File: src/hdl/hcmb_pkg.sv
// ----------------------------------------------------------------------------
// hcmb_pkg
// types, target codes and the address decoder shared by the memory bus blocks
// ----------------------------------------------------------------------------
`default_nettype none

package hcmb_pkg;

    localparam logic [1:0] MODE_READ  = 2'd0;
    localparam logic [1:0] MODE_WRITE = 2'd1;
    localparam logic [1:0] MODE_LDROM = 2'd2;
    localparam logic [1:0] MODE_LDBOOT = 2'd3;

    typedef logic [3:0] t_tgt;

    localparam t_tgt T_NONE = 4'd0;
    localparam t_tgt T_CROM = 4'd1;
    localparam t_tgt T_BOOT = 4'd2;
    localparam t_tgt T_VRAM = 4'd3;
    localparam t_tgt T_CRAM = 4'd4;
    localparam t_tgt T_WRAM = 4'd5;
    localparam t_tgt T_OAM  = 4'd6;
    localparam t_tgt T_HRAM = 4'd7;
    localparam t_tgt T_LY   = 4'd8;
    localparam t_tgt T_IO   = 4'd9;
    localparam t_tgt T_DMA  = 4'd10;

    localparam int ROM_AW    = 15;
    localparam int BOOT_AW   = 8;
    localparam int RAM_AW    = 13;
    localparam int OAM_AW    = 8;
    localparam int HRAM_AW   = 7;
    localparam int ROM_BYTES = 32768;
    localparam int BOOT_BYTES = 256;
    localparam int RAM_BYTES = 8192;
    localparam int OAM_BYTES = 160;
    localparam int HRAM_BYTES = 127;
    localparam int IO_COUNT  = 15;
    localparam int IO_JOYP   = 0;

    localparam logic [15:0] ADDR_LY  = 16'hFF44;
    localparam logic [15:0] ADDR_DMA = 16'hFF46;

    localparam logic [15:0] IO_ADDR [IO_COUNT] = '{
        16'hFF00, 16'hFF01, 16'hFF02, 16'hFF0F, 16'hFF40, 16'hFF41, 16'hFF42,
        16'hFF43, 16'hFF45, 16'hFF47, 16'hFF48, 16'hFF49, 16'hFF4A, 16'hFF4B,
        16'hFFFF
    };

    typedef struct packed {
        t_tgt        tgt;
        logic [14:0] idx;
        logic [3:0]  slot;
    } t_dec;

    typedef struct packed {
        logic       wr;
        t_dec       dec;
        logic [7:0] data;
        logic [7:0] line;
    } t_cmd;

    function automatic t_dec bus_decode(input logic [15:0] a, input logic boot);
        t_dec d;
        logic hit;
        d.tgt  = T_NONE;
        d.idx  = a[14:0];
        d.slot = 4'd0;
        hit    = 1'b0;
        for (int k = 0; k < IO_COUNT; k++) begin
            if (IO_ADDR[k] == a) begin
                d.slot = 4'(k);
                hit    = 1'b1;
            end
        end
        if (a < 16'h8000) begin
            d.tgt = (boot && a < 16'h0100) ? T_BOOT : T_CROM;
        end else if (a < 16'hA000) begin
            d.tgt = T_VRAM;
        end else if (a < 16'hC000) begin
            d.tgt = T_CRAM;
        end else if (a < 16'hFE00) begin
            d.tgt = T_WRAM;
        end else if (a < 16'hFEA0) begin
            d.tgt = T_OAM;
        end else if (a >= 16'hFF80 && a < 16'hFFFF) begin
            d.tgt = T_HRAM;
        end else if (a == ADDR_LY) begin
            d.tgt = T_LY;
        end else if (hit) begin
            d.tgt = T_IO;
        end
        return d;
    endfunction

endpackage

`default_nettype wire

File: src/hdl/hcmb_if.sv
// ----------------------------------------------------------------------------
// hcmb_in_if / hcmb_out_if
// valid/ready channels for bus accesses and their read data
// ----------------------------------------------------------------------------
`default_nettype none

interface hcmb_in_if;
    logic        valid;
    logic        ready;
    logic [1:0]  mode;
    logic [15:0] address;
    logic [7:0]  write_data;
    logic        in_boot;
    logic [7:0]  scan_line;
    modport source (output valid, mode, address, write_data, in_boot, scan_line,
                    input ready);
    modport sink (input valid, mode, address, write_data, in_boot, scan_line,
                  output ready);
endinterface


`default_nettype wire

File: src/hdl/hcmb_front.sv
// ----------------------------------------------------------------------------
// hcmb_front
// accepts bus accesses, decodes the target and queues commands
// ----------------------------------------------------------------------------
`default_nettype none

module hcmb_front
    import hcmb_pkg::*;
#(
    parameter int QUEUE_DEPTH = 2
) (
    input  wire                              i_clk,
    input  wire                              i_rst_n,
    hcmb_in_if.sink                          i_in,
    input  wire                              i_busy,
    input  wire                              i_pop,
    output t_cmd                             o_cmd,
    output logic                             o_cmd_valid,
    output logic [$clog2(QUEUE_DEPTH+1)-1:0] o_count
);
    localparam int PW = $clog2(QUEUE_DEPTH);
    localparam int CW = $clog2(QUEUE_DEPTH + 1);

    t_cmd            r_q [QUEUE_DEPTH];
    logic [PW-1:0]   r_wp, r_rp;
    logic [CW-1:0]   r_count;
    t_cmd            cmd_in;
    t_dec            d;
    logic            push;
    logic            pop;

    always_comb begin
        cmd_in.data = i_in.write_data;
        cmd_in.line = i_in.scan_line;
        cmd_in.wr   = (i_in.mode != MODE_READ);
        d           = bus_decode(i_in.address, 1'b0);
        case (i_in.mode)
            MODE_READ: begin
                d = bus_decode(i_in.address, i_in.in_boot);
            end
            MODE_WRITE: begin
                if (i_in.address == ADDR_DMA) begin
                    d.tgt = T_DMA;
                end else if (d.tgt == T_CROM || d.tgt == T_BOOT || d.tgt == T_LY) begin
                    d.tgt = T_NONE;
                end
            end
            MODE_LDROM: begin
                d.tgt = T_CROM;
                d.idx = i_in.address[14:0];
            end
            default: begin
                d.tgt = T_BOOT;
                d.idx = {7'd0, i_in.address[7:0]};
            end
        endcase
        cmd_in.dec = d;
    end

    assign i_in.ready  = (r_count != CW'(QUEUE_DEPTH)) && !i_busy;
    assign push        = i_in.valid && i_in.ready;
    assign o_cmd_valid = (r_count != '0);
    assign pop         = i_pop && o_cmd_valid;
    assign o_cmd       = r_q[r_rp];
    assign o_count     = r_count;

    always_ff @(posedge i_clk) begin
        if (!i_rst_n) begin
            r_wp    <= '0;
            r_rp    <= '0;
            r_count <= '0;
        end else begin
            if (push) begin
                r_wp <= r_wp + PW'(1);
            end
            if (pop) begin
                r_rp <= r_rp + PW'(1);
            end
            if (push && !pop) begin
                r_count <= r_count + CW'(1);
            end else if (pop && !push) begin
                r_count <= r_count - CW'(1);
            end
        end
    end

    always_ff @(posedge i_clk) begin
        if (push) begin
            r_q[r_wp] <= cmd_in;
        end
    end
endmodule

`default_nettype wire

File: src/flat_wrapper.sv
// flat-port wrapper written by rule: the top's interface ports become plain ports
module hcmb_front_flat import hcmb_pkg::*;
#(
    parameter int QUEUE_DEPTH = 2
)
  (i_clk, i_rst_n, i_busy, i_pop, o_cmd, o_cmd_valid, o_count, i_in_valid, i_in_mode, i_in_address, i_in_write_data, i_in_in_boot, i_in_scan_line, i_in_ready);
  hcmb_in_if i_in_i ();
  input  wire i_clk;
  input  wire i_rst_n;
  input  wire i_busy;
  input  wire i_pop;
  output t_cmd o_cmd;
  output logic o_cmd_valid;
  output logic [$clog2(QUEUE_DEPTH+1)-1:0] o_count;
  input wire logic [$bits(i_in_i.valid)-1:0] i_in_valid;
  input wire logic [$bits(i_in_i.mode)-1:0] i_in_mode;
  input wire logic [$bits(i_in_i.address)-1:0] i_in_address;
  input wire logic [$bits(i_in_i.write_data)-1:0] i_in_write_data;
  input wire logic [$bits(i_in_i.in_boot)-1:0] i_in_in_boot;
  input wire logic [$bits(i_in_i.scan_line)-1:0] i_in_scan_line;
  output wire logic [$bits(i_in_i.ready)-1:0] i_in_ready;
  assign i_in_i.valid = i_in_valid;
  assign i_in_i.mode = i_in_mode;
  assign i_in_i.address = i_in_address;
  assign i_in_i.write_data = i_in_write_data;
  assign i_in_i.in_boot = i_in_in_boot;
  assign i_in_i.scan_line = i_in_scan_line;
  assign i_in_ready = i_in_i.ready;
  hcmb_front #(.QUEUE_DEPTH(QUEUE_DEPTH)) u_core (.i_clk(i_clk), .i_rst_n(i_rst_n), .i_in(i_in_i), .i_busy(i_busy), .i_pop(i_pop), .o_cmd(o_cmd), .o_cmd_valid(o_cmd_valid), .o_count(o_count));
endmodule
File: config.mk
export PLATFORM = sky130hd
export DESIGN_NAME = hcmb_front_flat
export DESIGN_NICKNAME = d
export VERILOG_FILES = /design/src/hdl/hcmb_pkg.sv /design/src/hdl/hcmb_if.sv /design/src/hdl/hcmb_front.sv /design/src/flat_wrapper.sv
export SDC_FILE = /design/constraint.sdc
export NUM_CORES = 1
export LEC_CHECK = 0
export BUFFER_PORTS_ARGS = -buffer_cell sky130_fd_sc_hd__buf_2
export CAP_MARGIN = 30
export CELL_PAD_IN_SITES_DETAIL_PLACEMENT = 2
export CELL_PAD_IN_SITES_GLOBAL_PLACEMENT = 2
export CORE_ASPECT_RATIO = 0.7
export CORE_MARGIN = 1.5
export CORE_UTILIZATION = 40
export DETAILED_ROUTE_END_ITERATION = 7
export PLACE_DENSITY = 0.95
export SLEW_MARGIN = 20
export SYNTH_ARGS = -nofsm -noshare
export SYNTH_HDL_FRONTEND = slang
export SYNTH_SLANG_ARGS = --single-unit
File: constraint.sdc
create_clock -name i_clk -period 8.6 [get_ports i_clk]
set_clock_uncertainty 0.1 [all_clocks]
set_input_delay 0.86 -clock i_clk [delete_from_list [all_inputs] [get_ports i_clk]]
set_output_delay 0.86 -clock i_clk [all_outputs]
set_load 0.01 [all_outputs]
==> reports/metrics.cfg, run 1 <==
[status]
outcome = finished, final reports clean

[sta]
period_share_pct = 31.39
finalSetupViolations = 0
worst_pin_slew_ns = 0.7259
drv_slew = 0
hold_viol = 0
setup_ws_ns = 5.900
rsz0062_at_grt = no
max-slew-margin-rel_pct = 51.49
period_needed_ns = 2.700
maxClockFrequency_mhz = 370.4
tns_ns = 0

[global_route]
track_usage_pct = 21.22
grt_antenna_before_repair = 0
grt_pass1_wl_mm = 14.19
busiest_layer = met2
gr-total-overflow = 0
grt_util_met2_pct = 38.71
use_met1_pct = 24.03
grt_max_degree = 41
grtUsageMet3_pct = 6.277
grt_pass1_vias = 2507

[cts]
cts_tree = done
cts_hold_buf = 0
insertion_delay_ns = 0.34
clock_tree.htree_level_count = 3
root_buffer = clkbuf_16
clock-sinks = 85
cts_resized = 0
postCtsSetupRepairBufs = 0
path_clk_slew_ns = 0.06
cts_buffer_depth = 2
cts_made_buffers = 9

[synthesis]
synthFlopType = edfxtp_1
synth_edf_count = 80
ys_types = 45
synthArstFlopShare_pct = 0
synth.avg_cell_area_sq_um = 15.52
synth_common_cells = edfxtp_1 (80), mux2_2 (40), and2_1 (12)
yosysSeqAreaShare_pct = 69.18
synth_top_cell_area_share_pct = 66.41
synth_top_area_cell = edfxtp_1
synth_nets = 274
synth.top_cells.by_area = edfxtp_1 (66%), mux2_2 (12%), dfxtp_1 (2.8%), and2_1 (2.1%), nand2_1 (1.0%)
synthCells = 233
syn_area_sq_um = 3617
synth.most_common_cell = edfxtp_1
ys_ff_latch = 85
yosys_warnings = 0

[power_and_ir_drop]
switching_share_pct = 29.14
irDropWorstVdd_v = 0.0001325
power_switching_mw = 0.3446
power_density_nw_per_um2 = 261.9
p_comb_share_pct = 25.3
power_frac_seq_pct = 44.6
p_total_mw = 1.183
leakagePower_nw = 1.660
intPower_mw = 0.8381
p_clk_share_pct = 30.2

[worst_setup_path]
cp_cell_sequence = buf_12 > mux2_2 > buf_2
r2r_cells = 5
arrival_ns = 1.74
worstPathRequired_ns = 7.64
crit_path_max_fanout = 25
worst_setup_path_end_kind = output port
cp-start-kind = flop
worstSetupPathType = flop to output port
slowest_delay_ns = 0.60
slowest_stage = dfxtp_2

[routing]
drtIter0Drc = 120
finalWirelength_mm = 9.750
drc = 0
vias_per_cell = 5.308
vias = 2378
dr.pass1.iters = 4
ant_nets = 0
routedWlPerCell_um = 21.76

[finish]
areaGrowthSynthToFinish_pct = 24.84
final_layout_size_suffix_gt1_share_pct = 46.34
num_antenna_cells = 0
num-nets-final = 364
final_util_pct = 52.40

[floorplanning]
start_util_pct = 41.97
chipHeight_um = 82.56
core-area_sq_um = 8618
die_width_um = 116.7
io_pins = 84
num_rows = 28
dieArea_sq_um = 9631

[placement]
gp_congestion = 0.8248
place_ws_ns = 5.916
io_buffers = 83
dp_hpwl_mm = 6.884

[min_path]
hp-class = flop to flop
hold_path_depth = 2

[run]
drv_cap = 0

[power by group through the flow]
| stage | combinational (mW) | clock (mW) | sequential [mW] |
|---|---|---|---|
| after detailed placement | 0.298 | 0 | 0.536 |
| final | 0.299 | 0.357 | 0.527 |
| after floorplan | 0.180 | 0 | 0.519 |
| after global placement | 0.249 | 0 | 0.547 |
| after CTS | 0.303 | 0.367 | 0.529 |
| after global routing | 0.323 | 0.379 | 0.532 |
[worst paths after layout]
kind                                        from                        endpoint  slack, ns
setup / recovery                            flop                       o_cmd[35]       5.90
hold reg to reg   u_core.o_count[1]$_SDFFE_PN0P_  u_core.o_count[1]$_SDFFE_PN0P_       0.48
setup reg to reg  u_core.o_count[0]$_SDFFE_PN0P_     u_core.r_q[0][23]$_DFFE_PP_       6.27
hold / removal    u_core.o_count[1]$_SDFFE_PN0P_  u_core.o_count[1]$_SDFFE_PN0P_       0.48
[per-layer routing]
metal  vias up  share of wire (%)
li1       1081                  -
met1      1211                 41
met2        73                 53
met3        13                4.9
met4         0                1.1
met5         -                  0
[through the flow]
step | hold WS [ns] | instance area (sq um) | std cells
3_3_place_gp | 0.4082 | 4165 | 429
4_1_cts | 0.4894 | 4488 | 447
3_5_place_dp | 0.4727 | 4213 | 431
6_report | 0.4842 | 4516 | 448
5_1_grt | 0.5273 | 4516 | 448
2_1_floorplan | 0.4287 | 3617 | 233
[area by class of cell]
cell class | instances | area (sq um)
clock buffers | 10 | 229.0
clock inverters | 6 | 46.29
fillers | 830 | 4103
inverters | 6 | 22.52
multi-input cells | 135 | 1074
flip-flops and latches | 85 | 2504
well taps | 120 | 150.1
repair buffers | 86 | 490.5
[cell families (layout without fill, tap and decap cells)]
logic type,after synthesis,after routing,synth area share (%)
mux,41,41,12.76
xor+xnor,5,5,1.211
compound gates,28,28,5.293
buf+inv,13,108,1.383
simple gates,60,60,9.824
flops,85,85,69.18
fa+ha+maj,1,1,0.3458
[worst max-delay path: cells and delay by family, from the launching register on]
family | cells | cell delay, ns
flops | 1 | 0.60
mux | 1 | 0.38
buf+inv | 2 | 0.41
[sequential cells by signal, summed over array words and instances, names as in the netlist, named ones only]
signal,cells
u_core.r_rp,1
u_core.r_wp,1
u_core.o_count,2
u_core.r_q,80
[cells in the final DEF (no fill, tap or decap), types with 2 or more instances in the layout]
master / count
and4b_1: 2
xnor2_1: 4
a21oi_1: 6
and3_1: 2
nand3b_1: 2
mux2_2: 40
nand2b_1: 3
or3_1: 2
and2_1: 12
inv_6: 2
o22ai_1: 3
inv_1: 6
a31oi_1: 3
clkinvlp_4: 2
or2_2: 3
nor3_1: 2
nand3_1: 3
nand2_1: 10
and4_1: 2
dfxtp_1: 4
nor4_1: 2
o21ai_0: 5
nand4_1: 2
buf_16: 2
edfxtp_1: 80
clkbuf_16: 9
nor2_1: 6
buf_2: 83
Note: power is estimated with default switching activity, not from simulation.
==> inputs of run 2 (changes only) <==
--- a/config.mk
+++ b/config.mk
@@ -5,15 +5,16 @@
 export SDC_FILE = /design/constraint.sdc
 export NUM_CORES = 1
 export LEC_CHECK = 0
+export ABC_AREA = 1
 export BUFFER_PORTS_ARGS = -buffer_cell sky130_fd_sc_hd__buf_2
 export CAP_MARGIN = 30
 export CELL_PAD_IN_SITES_DETAIL_PLACEMENT = 2
 export CELL_PAD_IN_SITES_GLOBAL_PLACEMENT = 2
 export CORE_ASPECT_RATIO = 0.7
 export CORE_MARGIN = 1.5
-export CORE_UTILIZATION = 40
+export CORE_UTILIZATION = 32
 export DETAILED_ROUTE_END_ITERATION = 7
-export PLACE_DENSITY = 0.95
+export PLACE_DENSITY = 0.88
 export SLEW_MARGIN = 20
 export SYNTH_ARGS = -nofsm -noshare
 export SYNTH_HDL_FRONTEND = slang
==> constraint.sdc (replaced) <==
create_clock -name i_clk -period 2.2 [get_ports i_clk]
set_clock_uncertainty 0.1 [all_clocks]
set_input_delay 0.22 -clock i_clk [delete_from_list [all_inputs] [get_ports i_clk]]
set_output_delay 0.22 -clock i_clk [all_outputs]
set_load 0.01 [all_outputs]
==> reports/metrics.cfg, run 2 <==
[status]
outcome = finished, final reports clean

[global_route]
grt_pass1_wl_mm = 17.45
track_usage_pct = 18.99
grt_max_degree = 31
grt_antenna_before_repair = 0
gr-total-overflow = 0
grt_pass1_vias = 3126

[worst_setup_path]
crit_path_max_fanout = 30
rrSetupSlack_ns = 0.21
worstPathRequired_ns = 1.88
r2r_start = u_core.o_count[0]$_SDFFE_PN0P_
worst_setup_path_end_kind = output port
slowest_stage = dfxtp_2
slowest_delay_ns = 0.53
cp_cell_sequence = buf_12 > mux2_2 > buf_2
worstSetupPathType = flop to output port
cp-start-kind = flop
cp-endpoint = o_cmd[13]
r2r_cells = 9
arrival_ns = 1.68
timing.rr.end = u_core.o_count[1]$_SDFFE_PN0P_

[cts]
path_clk_slew_ns = 0.06
postCtsSetupRepairBufs = 0
clock-sinks = 85
clock_tree.htree_level_count = 3
cts_buffer_depth = 2
cts_made_buffers = 9
cts_tree = done
root_buffer = clkbuf_16
insertion_delay_ns = 0.34

[power_and_ir_drop]
power_density_nw_per_um2 = 873.0
p_comb_share_pct = 18.2
p_clk_share_pct = 36.3
power_switching_mw = 1.140
intPower_mw = 3.120
switching_share_pct = 26.76
power_frac_seq_pct = 45.5
irDropWorstVdd_v = 0.0004068
p_total_mw = 4.260
leakagePower_nw = 1.920

[floorplanning]
core-area_sq_um = 11250
io_pins = 84
num_rows = 32
dieArea_sq_um = 12430
die_width_um = 132.6
start_util_pct = 33.45
chipHeight_um = 93.74

[sta]
worst_pin_slew_ns = 0.3948
fin_hold_ws_ns = 0.02643
period_needed_ns = 1.997
hold_viol = 0
tns_ns = 0
finalSetupViolations = 0
drv_slew = 0
maxClockFrequency_mhz = 500.8
max-slew-margin-rel_pct = 73.68
rsz0062_at_grt = no
period_share_pct = 90.77

[routing]
vias_per_cell = 4.747
vias = 2725
drc = 0
dr.pass1.iters = 4
ant_nets = 0
drtIter0Drc = 104
routedWlPerCell_um = 19.21
finalWirelength_mm = 11.03

[finish]
final_cell_mix = buf_2 (83), edfxtp_1 (80), nand2_1 (48), mux2_2 (40), nor2_1 (38)
num-nets-final = 457
num_antenna_cells = 0
final_area_sq_um = 4880
largest_reg_flops = 80
regMostFlops = u_core.r_q
areaGrowthSynthToFinish_pct = 29.65
fin_cells = 574
final_common_cell = buf_2
final_layout_size_suffix_gt1_share_pct = 38.95

[synthesis]
syn_area_sq_um = 3764
yosysSeqAreaShare_pct = 66.49
synth.top_cells.by_area = edfxtp_1 (64%), mux2_2 (12%), nand2_1 (4.8%), nor2_1 (4.0%), inv_1 (3.0%)
synth_top_area_cell = edfxtp_1
synthCells = 305
synth.avg_cell_area_sq_um = 12.34
ys_types = 25
synth.most_common_cell = edfxtp_1
synth_edf_count = 80
synth_common_cells = edfxtp_1 (80), nand2_1 (48), mux2_2 (40), nor2_1 (40), inv_1 (30)
synth_nets = 346
synth_top_cell_area_share_pct = 63.83
yosys_warnings = 0
ys_ff_latch = 85
synthArstFlopShare_pct = 0
synthFlopType = edfxtp_1

[run]
drv_cap = 0

[placement]
placed_area_sq_um = 4418
dp_hpwl_mm = 7.079
io_buffers = 83
place_inst = 542
gp_congestion = 0.8284

[min_path]
hp-class = input port to flop

==> run 2: cell types whose count changed after synthesis, sizes merged, moves of 5 or more <==
cell	delta
o21ai	+5
nor2	+41
inv	+26
nand2	+40
nand3	+7
and2	-12
==> run 2: final cells by class <==
| cell class | count | area (sq um) |
|---|---|---|
| inverters | 32 | 120.1 |
| well taps | 153 | 191.4 |
| fillers | 1170 | 6371 |
| clock inverters | 6 | 72.57 |
| flip-flops and latches | 85 | 2504 |
| multi-input cells | 183 | 1130 |
| repair buffers | 105 | 633.1 |
| clock buffers | 10 | 229.0 |
==> run 2: power groups by stage <==
stage / clock (mW) / sequential [mW] / combinational [mW]
6_report: 1.55 / 1.94 / 0.775
5_1_grt: 1.62 / 1.95 / 0.838
4_1_cts: 1.57 / 1.94 / 0.775
3_5_place_dp: 0 / 1.97 / 0.741
3_3_place_gp: 0 / 1.96 / 0.712
2_1_floorplan: 0 / 1.95 / 0.431
==> run 2: timing repair <==
action	in CTS	in global routing
hold endpoints to repair	32	0
hold buffers	16	0
resized for setup	0	0
==> run 2: logic make-up (layout without fill, tap and decap cells) <==
kind of cell             Yosys count  after routing  share of synthesized area, %
AND/OR/NAND/NOR                  118            118                         13.63
multiplexers                      40             40                         11.97
AO/OA/AOI/OAI                     24             24                         3.690
flip-flops                        85             85                         66.49
adder cells (fa/ha/maj)            1              1                        0.3324
buffers and inverters             37            153                         3.890
==> run 2: stage by stage <==
| step | setup WS (ns) | util (%) |
|---|---|---|
| floorplan | -0.2873 | - |
| global placement | 0.2320 | 39.27 |
| detailed placement | 0.1230 | 39.27 |
| CTS | 0.1949 | 43.37 |
| global route | 0.05965 | 43.37 |
| finish | 0.2031 | 43.37 |
==> run 2: critical path: cells and delay by family (launching register included) <==
family	cells	cell delay, ns
flip-flops	1	0.53
multiplexers	1	0.38
buffers and inverters	2	0.41
==> run 2: how the worst min path moves through the flow <==
stage	from	endpoint	slack [ns]	depth (start not counted)
final	i_in_address[3]	u_core.r_q[0][23]$_DFFE_PP_	0.03	1
after global placement	i_in_write_data[7]	u_core.r_q[0][15]$_DFFE_PP_	0.31	1
after floorplan	i_in_scan_line[0]	u_core.r_q[0][0]$_DFFE_PP_	0.22	0
after detailed placement	i_in_write_data[6]	u_core.r_q[1][14]$_DFFE_PP_	0.32	1
after CTS	i_in_address[3]	u_core.r_q[1][23]$_DFFE_PP_	0.02	1
after global routing	i_in_address[3]	u_core.r_q[0][23]$_DFFE_PP_	0.02	1
==> run 2: layer usage <==
layer,vias to the layer above,global-route usage [%],routed length [um]
met5,-,0,0
met4,0,5.495,123
met3,11,4.423,375
met2,63,34.64,5526
met1,1359,22.55,5003
li1,1292,-,-
